### config.mk
export PLATFORM = sky130hd
export DESIGN_NAME = ascii85_stream_encoder
export DESIGN_NICKNAME = d
export VERILOG_FILES = /design/src/a85_pkg.sv /design/src/a85_front.sv /design/src/a85_fifo.sv /design/src/a85_conv.sv /design/src/a85_emit.sv /design/src/ascii85_stream_encoder.sv
export SDC_FILE = /design/constraint.sdc
export NUM_CORES = 2
export LEC_CHECK = 0
export BUFFER_PORTS_ARGS = -buffer_cell sky130_fd_sc_hd__buf_2
export CAP_MARGIN = 20
export CELL_PAD_IN_SITES_DETAIL_PLACEMENT = 1
export CELL_PAD_IN_SITES_GLOBAL_PLACEMENT = 1
export CORE_MARGIN = 4
export CORE_UTILIZATION = 52
export DETAILED_ROUTE_END_ITERATION = 6
export PLACE_DENSITY_LB_ADDON = 0.1
export SKIP_LAST_GASP = 1
export SYNTH_ARGS = -nofsm -noshare
export SYNTH_HDL_FRONTEND = slang
export SYNTH_SLANG_ARGS = --single-unit
### constraint.sdc
create_clock -name i_clk -period 9.7 [get_ports i_clk]
set_clock_uncertainty 0.1 [all_clocks]
set_input_delay 1.94 -clock i_clk [delete_from_list [all_inputs] [get_ports i_clk]]
set_output_delay 1.94 -clock i_clk [all_outputs]
set_load 0.01 [all_outputs]
### src/a85_pkg.sv
package a85_pkg;

    // Input item: one raw byte of the stream
    typedef struct packed {
        logic [7:0] data_byte;
        logic       last_byte;
    } t_in_item;

    // Result item: one encoded character
    typedef struct packed {
        logic [6:0] char_code;
        logic       last_of_run;
        logic       stream_done;
    } t_result;

    // Group job from front to back
    typedef struct packed {
        logic [31:0] value;
        logic [2:0]  n_dig;
        logic        zero_grp;
        logic        last;
    } t_job;

    // Converted group: characters, most significant first at index 0
    typedef struct packed {
        logic [4:0][6:0] chars;
        logic [2:0]      n_chr;
        logic            last;
    } t_chars;

    localparam int unsigned C_DIGITS     = 5;
    localparam logic [6:0]  C_CH_OFFSET  = 7'd33;
    localparam logic [6:0]  C_CH_Z       = 7'd122;
    localparam logic [6:0]  C_CH_NL      = 7'd10;
    localparam logic [6:0]  C_MIN_LINE   = 7'd5;
    localparam logic [6:0]  C_LINE_RST   = 7'd72;
    // ceil(2^38 / 85): exact quotient by 85 for any 32-bit value
    localparam logic [31:0] C_RECIP_85   = 32'hC0C0C0C1;
    localparam int unsigned C_RECIP_SHR  = 38;

endpackage

### src/a85_front.sv
module a85_front (
    input  logic              i_clk,
    input  logic              i_rst_n,
    input  logic              i_push,
    input  a85_pkg::t_in_item i_item,
    input  logic              i_fifo_full,
    output logic              o_full,
    output logic              o_job_push,
    output a85_pkg::t_job     o_job
);
    import a85_pkg::*;

    logic [23:0] r_bytes;
    logic [1:0]  r_fill;
    logic [23:0] n_bytes;
    logic        accept;
    logic        grp_full;

    assign o_full   = i_fifo_full;
    assign accept   = i_push && !i_fifo_full;
    assign grp_full = (r_fill == 2'd3);

    // place the byte at its slot in the pending group
    always_comb begin
        unique case (r_fill)
            2'd0:    n_bytes = r_bytes | {i_item.data_byte, 16'd0};
            2'd1:    n_bytes = r_bytes | {8'd0, i_item.data_byte, 8'd0};
            2'd2:    n_bytes = r_bytes | {16'd0, i_item.data_byte};
            default: n_bytes = r_bytes;
        endcase
    end

    // job for a completed group or a flushed partial group
    always_comb begin
        o_job.last = i_item.last_byte;
        if (grp_full) begin
            o_job.value    = {r_bytes, i_item.data_byte};
            o_job.n_dig    = 3'(C_DIGITS);
            o_job.zero_grp = ({r_bytes, i_item.data_byte} == 32'd0);
        end else begin
            o_job.value    = {n_bytes, 8'd0};
            o_job.n_dig    = {1'b0, r_fill} + 3'd2;
            o_job.zero_grp = 1'b0;
        end
    end

    assign o_job_push = accept && (grp_full || i_item.last_byte);

    // group collector
    always_ff @(posedge i_clk) begin
        if (!i_rst_n) begin
            r_bytes <= '0;
            r_fill  <= '0;
        end else if (accept) begin
            if (grp_full || i_item.last_byte) begin
                r_bytes <= '0;
                r_fill  <= '0;
            end else begin
                r_bytes <= n_bytes;
                r_fill  <= r_fill + 2'd1;
            end
        end
    end

endmodule

### src/a85_fifo.sv
module a85_fifo #(
    parameter int unsigned DEPTH = 4
) (
    input  logic          i_clk,
    input  logic          i_rst_n,
    input  logic          i_push,
    input  a85_pkg::t_job i_data,
    output logic          o_full,
    input  logic          i_pop,
    output a85_pkg::t_job o_data,
    output logic          o_empty
);
    import a85_pkg::*;

    localparam int unsigned PTR_W = $clog2(DEPTH);
    localparam int unsigned CNT_W = $clog2(DEPTH + 1);

    t_job             r_mem [DEPTH];
    logic [PTR_W-1:0] r_wr_ptr;
    logic [PTR_W-1:0] r_rd_ptr;
    logic [CNT_W-1:0] r_count;
    logic             do_push;
    logic             do_pop;

    assign o_full  = (r_count == CNT_W'(DEPTH));
    assign o_empty = (r_count == '0);
    assign do_push = i_push && !o_full;
    assign do_pop  = i_pop && !o_empty;
    assign o_data  = r_mem[r_rd_ptr];

    // storage
    always_ff @(posedge i_clk) begin
        if (do_push) begin
            r_mem[r_wr_ptr] <= i_data;
        end
    end

    // pointers and fill level
    always_ff @(posedge i_clk) begin
        if (!i_rst_n) begin
            r_wr_ptr <= '0;
            r_rd_ptr <= '0;
            r_count  <= '0;
        end else begin
            if (do_push) begin
                r_wr_ptr <= (r_wr_ptr == PTR_W'(DEPTH - 1)) ? '0 : r_wr_ptr + PTR_W'(1);
            end
            if (do_pop) begin
                r_rd_ptr <= (r_rd_ptr == PTR_W'(DEPTH - 1)) ? '0 : r_rd_ptr + PTR_W'(1);
            end
            if (do_push && !do_pop) begin
                r_count <= r_count + CNT_W'(1);
            end else if (do_pop && !do_push) begin
                r_count <= r_count - CNT_W'(1);
            end
        end
    end

endmodule

### src/a85_conv.sv
module a85_conv (
    input  logic            i_clk,
    input  logic            i_rst_n,
    input  logic            i_job_valid,
    input  a85_pkg::t_job   i_job,
    output logic            o_job_pop,
    output logic            o_hold_valid,
    output a85_pkg::t_chars o_hold,
    input  logic            i_hold_take
);
    import a85_pkg::*;

    localparam logic [2:0] LAST_STEP = 3'(C_DIGITS - 1);

    logic            r_busy;
    logic [63:0]     r_prod;
    logic [2:0]      r_step;
    logic [4:0][6:0] r_dig;
    logic [2:0]      r_n;
    logic            r_zero;
    logic            r_last;
    logic            r_hold_valid;
    t_chars          r_hold;

    logic [31:0]     quot;
    logic [44:0]     frac85;
    logic [6:0]      rem;
    logic [6:0]      dig_ch;
    logic [63:0]     load_prod;
    logic [63:0]     step_prod;
    logic [4:0][6:0] new_dig;
    logic            can_fin;
    logic            step_go;
    logic            hold_load;

    assign o_job_pop    = !r_busy && i_job_valid;
    assign o_hold_valid = r_hold_valid;
    assign o_hold       = r_hold;

    // one base-85 digit per cycle from the reciprocal product, the last once the hold is free:
    // quotient is the top part, remainder = (fraction * 85) >> 38
    assign quot      = {6'd0, r_prod[63:C_RECIP_SHR]};
    assign frac85    = {1'b0, r_prod[37:0], 6'd0} + {3'd0, r_prod[37:0], 4'd0}
                     + {5'd0, r_prod[37:0], 2'd0} + {7'd0, r_prod[37:0]};
    assign rem       = frac85[44:C_RECIP_SHR];
    assign dig_ch    = rem + C_CH_OFFSET;
    assign load_prod = 64'(i_job.value) * 64'(C_RECIP_85);
    assign step_prod = 64'(quot) * 64'(C_RECIP_85);
    assign new_dig   = {r_dig[3:0], dig_ch};

    assign can_fin   = !r_hold_valid || i_hold_take;
    assign step_go   = r_busy && ((r_step != LAST_STEP) || can_fin);
    assign hold_load = step_go && (r_step == LAST_STEP);

    // digit loop and hand-off register
    always_ff @(posedge i_clk) begin
        if (!i_rst_n) begin
            r_busy       <= 1'b0;
            r_step       <= '0;
            r_hold_valid <= 1'b0;
        end else begin
            r_hold_valid <= hold_load || (r_hold_valid && !i_hold_take);
            if (o_job_pop) begin
                r_busy <= 1'b1;
                r_prod <= load_prod;
                r_step <= '0;
                r_n    <= i_job.n_dig;
                r_zero <= i_job.zero_grp;
                r_last <= i_job.last;
            end else if (step_go) begin
                r_prod <= step_prod;
                r_dig  <= new_dig;
                r_step <= r_step + 3'd1;
                if (r_step == LAST_STEP) begin
                    r_busy       <= 1'b0;
                    r_hold.last  <= r_last;
                    if (r_zero) begin
                        r_hold.chars <= {28'd0, C_CH_Z};
                        r_hold.n_chr <= 3'd1;
                    end else begin
                        r_hold.chars <= new_dig;
                        r_hold.n_chr <= r_n;
                    end
                end
            end
        end
    end

endmodule

### src/a85_emit.sv
module a85_emit (
    input  logic             i_clk,
    input  logic             i_rst_n,
    input  logic [6:0]       i_line_len,
    input  logic             i_hold_valid,
    input  a85_pkg::t_chars  i_hold,
    output logic             o_hold_take,
    output a85_pkg::t_result o_result,
    output logic             o_empty,
    input  logic             i_pop
);
    import a85_pkg::*;

    logic            r_busy;
    logic [4:0][6:0] r_chars;
    logic [2:0]      r_rem;
    logic            r_last;
    logic            r_nl;
    logic [6:0]      r_col;
    logic            r_out_valid;
    t_result         r_out;

    logic [6:0]      eff_len;
    logic [6:0]      col1;
    logic            nl_due;
    logic            adv;
    logic            emit;
    logic            fin;
    t_result         res;

    assign o_result    = r_out;
    assign o_empty     = !r_out_valid;
    assign o_hold_take = !r_busy && i_hold_valid;

    assign eff_len = (i_line_len < C_MIN_LINE) ? C_MIN_LINE : i_line_len;
    assign col1    = r_col + 7'd1;
    assign nl_due  = (col1 >= eff_len);
    assign adv     = !r_out_valid || i_pop;
    assign emit    = r_busy && adv;

    // next character: pending newline or next digit
    always_comb begin
        if (r_nl) begin
            fin           = (r_rem == 3'd0);
            res.char_code = C_CH_NL;
        end else begin
            fin           = (r_rem == 3'd1) && !nl_due;
            res.char_code = r_chars[0];
        end
        res.last_of_run = fin;
        res.stream_done = fin && r_last;
    end

    // sequencer and output register
    always_ff @(posedge i_clk) begin
        if (!i_rst_n) begin
            r_busy      <= 1'b0;
            r_nl        <= 1'b0;
            r_col       <= '0;
            r_out_valid <= 1'b0;
        end else begin
            if (adv) begin
                r_out_valid <= emit;
            end
            if (emit) begin
                r_out <= res;
                if (r_nl) begin
                    r_nl  <= 1'b0;
                    r_col <= '0;
                end else begin
                    r_chars <= {7'd0, r_chars[4:1]};
                    r_rem   <= r_rem - 3'd1;
                    r_nl    <= nl_due;
                    r_col   <= (nl_due || (fin && r_last)) ? 7'd0 : col1;
                end
                if (fin) begin
                    r_busy <= 1'b0;
                end
            end else if (o_hold_take) begin
                r_busy  <= 1'b1;
                r_chars <= i_hold.chars;
                r_rem   <= i_hold.n_chr;
                r_last  <= i_hold.last;
            end
        end
    end

endmodule

### src/ascii85_stream_encoder.sv
// ASCII85 stream encoder, one character per result item.
// Path from the byte that completes or ends a group to its first character: the job
// queue, the divider's load and digit steps, then the hand-off register.
// Throughput: one character per cycle within a group while results are popped; the
// sequencer and the base-85 unit each take a new group only once done with the last.
// Reset: synchronous active-low; clears the group, queue, column and sets line length 72.
module ascii85_stream_encoder #(
    parameter int unsigned FIFO_DEPTH = 4
) (
    input  logic              i_clk,
    input  logic              i_rst_n,
    input  logic              push,
    output logic              full,
    input  a85_pkg::t_in_item i_item,
    output logic              empty,
    input  logic              pop,
    output a85_pkg::t_result  o_result,
    input  logic              psel,
    input  logic              penable,
    input  logic              pwrite,
    input  logic [2:0]        paddr,
    input  logic [31:0]       pwdata,
    output logic [31:0]       prdata,
    output logic              pready
);
    import a85_pkg::*;

    localparam logic REG_LINE_LEN = 1'b0;

    logic [6:0] r_line_len;
    logic       cfg_wr;

    logic       job_push;
    t_job       job_in;
    logic       fifo_full;
    logic       fifo_empty;
    t_job       job_out;
    logic       job_pop;
    logic       hold_valid;
    t_chars     hold;
    logic       hold_take;

    // config register
    assign pready = 1'b1;
    assign cfg_wr = psel && penable && pwrite && pready;
    assign prdata = (paddr[2] == REG_LINE_LEN) ? {25'd0, r_line_len} : 32'd0;

    always_ff @(posedge i_clk) begin
        if (!i_rst_n) begin
            r_line_len <= C_LINE_RST;
        end else if (cfg_wr && (paddr[2] == REG_LINE_LEN)) begin
            r_line_len <= pwdata[6:0];
        end
    end

    // group collector
    a85_front u_front (
        .i_clk       (i_clk),
        .i_rst_n     (i_rst_n),
        .i_push      (push),
        .i_item      (i_item),
        .i_fifo_full (fifo_full),
        .o_full      (full),
        .o_job_push  (job_push),
        .o_job       (job_in)
    );

    // job queue between front and back
    a85_fifo #(
        .DEPTH (FIFO_DEPTH)
    ) u_fifo (
        .i_clk   (i_clk),
        .i_rst_n (i_rst_n),
        .i_push  (job_push),
        .i_data  (job_in),
        .o_full  (fifo_full),
        .i_pop   (job_pop),
        .o_data  (job_out),
        .o_empty (fifo_empty)
    );

    // base-85 digit unit
    a85_conv u_conv (
        .i_clk        (i_clk),
        .i_rst_n      (i_rst_n),
        .i_job_valid  (!fifo_empty),
        .i_job        (job_out),
        .o_job_pop    (job_pop),
        .o_hold_valid (hold_valid),
        .o_hold       (hold),
        .i_hold_take  (hold_take)
    );

    // character sequencer with line breaks
    a85_emit u_emit (
        .i_clk        (i_clk),
        .i_rst_n      (i_rst_n),
        .i_line_len   (r_line_len),
        .i_hold_valid (hold_valid),
        .i_hold       (hold),
        .o_hold_take  (hold_take),
        .o_result     (o_result),
        .o_empty      (empty),
        .i_pop        (pop)
    );

    // end of stream is always the end of an item's run
    a_done_last: assert property (@(posedge i_clk) disable iff (!i_rst_n)
        (!empty && o_result.stream_done) |-> o_result.last_of_run)
        else $error("stream_done without last_of_run");

    // only legal ASCII85 characters leave the block
    a_char_legal: assert property (@(posedge i_clk) disable iff (!i_rst_n)
        !empty |-> ((o_result.char_code == C_CH_NL) || (o_result.char_code == C_CH_Z)
                    || ((o_result.char_code >= 7'd33) && (o_result.char_code <= 7'd117))))
        else $error("illegal character code");

    // front never pushes a job into a full queue
    a_no_overflow: assert property (@(posedge i_clk) disable iff (!i_rst_n)
        job_push |-> !fifo_full)
        else $error("job queue overflow");

endmodule

==> impl_results.md <==
* 1st-iter DRT viols at around 1400
* Final Hold Fails at 0
* Nets at 4372
* First-pass GRT wire length at roughly 160000 um
* H-tree levels at 2
* Root Driver: clkbuf_16
* Routed len/inst at 22.69 um
* Initial antenna violation count at 2
* Grt ovf at 0
* Metal2 WL at 48230 um
* Largest net degree at the start of global routing at 65
* Setup TNS Final at 0 ps
* RSZ-0062 raised after global routing: false
* Dpl cell area at roughly 0.038 mm2
* # diodes at 0
* Clk_lat worst skew at slightly below 600 ps
* IO Pins at 95
* Area Growth Syn to Fin at 7.393%
* CP endpoint kind: flip-flop
* Worst R2R Setup Slack at between 1000 and 1500 ps
* Port Buffers at 41
* Fin util at 0.5676
* Post-synth EDFFs at 332
* CTS Hold Bufs at 0
* Max_slew headroom at 0.2861
* Prevailing post-synth register cell: edfxtp_1
* Clock Pin Slew Worst Setup and Hold Paths at 60 ps
* # DRC at 0
* Share of layout cells above drive strength 1 at 0.05903
* Syn_area_per_cell at 10.84 um2
* Kind of critical path: flip-flop to flip-flop
* CTS Sinks at 389
* Vias in the first global route at 27490
* Site row count at 96
* Highest achievable clock rate at 117.2 MHz
* DP HPWL at 80800 um
* Count of cell types in the netlist at 81
* Syn Inst Count at 3367
* Die area at 0.07450 mm2
* Highest metal used: met4
* Asr flop ratio synth at 0
* Finished Cell Area at 0.03920 mm2
* Routed vias/inst at 5.654
* Starting Density at 0.5286
* Hold Slack at between 300 and 400 ps
* Worst Hold Class: flip-flop to flip-flop
* Metal3 WL at 3343 um
* Fin crit period at 8535 ps
* Commonest non-fill, non-tap cell in the layout: ha_1
* CP startpoint kind: flip-flop
* Final setup fails at 0
* CTS tree: done
* TritonCTS Buffers at 43
* Max Cap Viol at 0
* CTS Buffer Depth at 3
* WL met1 at about 45000 um
* Die Y at 273.0 um
* Final ANT Viol Nets at 0
* Die Wd at 273.0 um
* Drt pass-1 iters at 7
* Yosys warns at 0
* Via count at 24610
* Commonest non-fill, non-tap cells in the layout: ha_1 (597), inv_1 (563), fa_1 (336), edfxtp_1 (332), nand2_1 (236)
* Sequential cell area fraction in the yosys report at 0.3044
* Routed Wire Length at 98750 um
* Crit path arrival time at 8730 ps
* Post-CTS setup buffer count at 0
* Final Cycle Share at 0.8799
* CP max FO at 15
* GRT Total Usage at 0.2681
* Outcome: finished clean
* Max-slew violations at 0
* Core Region at 0.06907 mm2
* Slew @ Worst Pin at around 1100 ps
* Yosys reg bits at 389
* Cell area after synthesis at 0.03651 mm2
* Critical Path RT at approximately 9900 ps
* Post-CTS sizing at 0
* RD Place Congestion at just over 0.9
-- cell families after synthesis --
| logic type | after synthesis | synth area share |
|---|---|---|
| adder cells (fa/ha/maj) | 934 | 0.3892 |
| buffers and inverters | 675 | 0.07208 |
| AND/OR/NAND/NOR | 671 | 0.08661 |
| AO/OA/AOI/OAI | 532 | 0.09367 |
| flip-flops | 389 | 0.3044 |
| XOR/XNOR | 110 | 0.02639 |
| multiplexers | 54 | 0.02752 |
| other | 2 | 0.0002057 |
-- Yosys cell counts (all sizes together) (16+ instances only) --
| cell | count | area (um2) |
|---|---|---|
| mux4 | 37 | 833.3 |
| nand2 | 236 | 885.9 |
| mux2i | 16 | 160.2 |
| and2 | 30 | 187.7 |
| a22oi | 27 | 207.7 |
| clkbuf | 73 | 274.0 |
| a21oi | 180 | 900.9 |
| nand2b | 16 | 100.1 |
| nand4 | 24 | 150.1 |
| xnor2 | 68 | 595.6 |
| buf | 38 | 240.2 |
| inv | 564 | 2117 |
| o21ai | 103 | 515.5 |
| fa | 336 | 6726 |
| o21bai | 19 | 142.6 |
| xor2 | 42 | 367.9 |
| nand3 | 39 | 195.2 |
| edfxtp | 332 | 9970 |
| a211oi | 17 | 132.6 |
| and3 | 26 | 163.9 |
| nor2b | 56 | 350.3 |
| nor2 | 172 | 645.6 |
| dfxtp | 57 | 1141 |
| o211ai | 17 | 137.6 |
| ha | 597 | 7470 |
| a21o | 70 | 525.5 |
| nor3 | 28 | 150.1 |
-- worst paths after layout --
kind	endpoint	cells past startpoint	from
hold reg to reg	u_emit.r_last	0	u_conv.o_hold[0]
hold / removal	u_emit.r_last	0	u_conv.o_hold[0]
setup / recovery	u_conv.r_prod[56]	25	flip-flop
setup reg to reg	u_conv.r_prod[56]	25	flip-flop
-- per-stage QoR --
| stage | instances | setup WS (ps) |
|---|---|---|
| floorplan | 3391 | 1792 |
| global placement | 4273 | 1202 |
| detailed placement | 4273 | 1162 |
| CTS | 4352 | 1109 |
| global route | 4353 | 517.7 |
| finish | 4353 | 1165 |
-- sequential cells by signal (all words and copies together) (netlist names), 7 cells and up, named ones only --
name and count:
u_fifo.r_mem 148, u_conv.r_prod 64, u_conv.o_hold 39, u_emit.r_chars 35, u_conv.new_dig 28, u_front.r_bytes 24, u_emit.o_result 9, r_line_len 7
u_emit.r_col 7
-- layout make-up --
cell class	count	area [um2]
clock inverters	27	400.4
well taps	931	1165
fillers	7338	29860
multi-input cells	2327	22910
repair buffers	63	382.9
clock buffers	52	1120
inverters	564	2117
flip-flops and latches	389	11110
-- per-layer routing --
layer  vias to the layer above  GRT usage
met5                         -          0
met4                         0    0.07039
met3                       129    0.02748
met2                       423     0.4597
met1                     12560     0.3675
li1                      11500          -
-- worst max-delay path: stages (launching register included) --
cell	delay (ps)
dfxtp_2	670
buf_4	340
mux4_2	670
ha_1	340
ha_1	330
ha_1	350
inv_1	70
fa_1	520
inv_1	60
fa_1	520
inv_1	60
fa_1	480
inv_1	50
fa_1	470
ha_1	320
ha_1	400
a21oi_1	260
o21ai_0	160
a221oi_1	410
o2111ai_1	270
nand3_1	250
a21oi_1	130
nor3b_1	480
a21oi_1	180
xnor2_1	260
a21oi_1	110
Power is not shown: default switching activity piles up to over one toggle a cycle in this logic, so the estimate is an artifact.
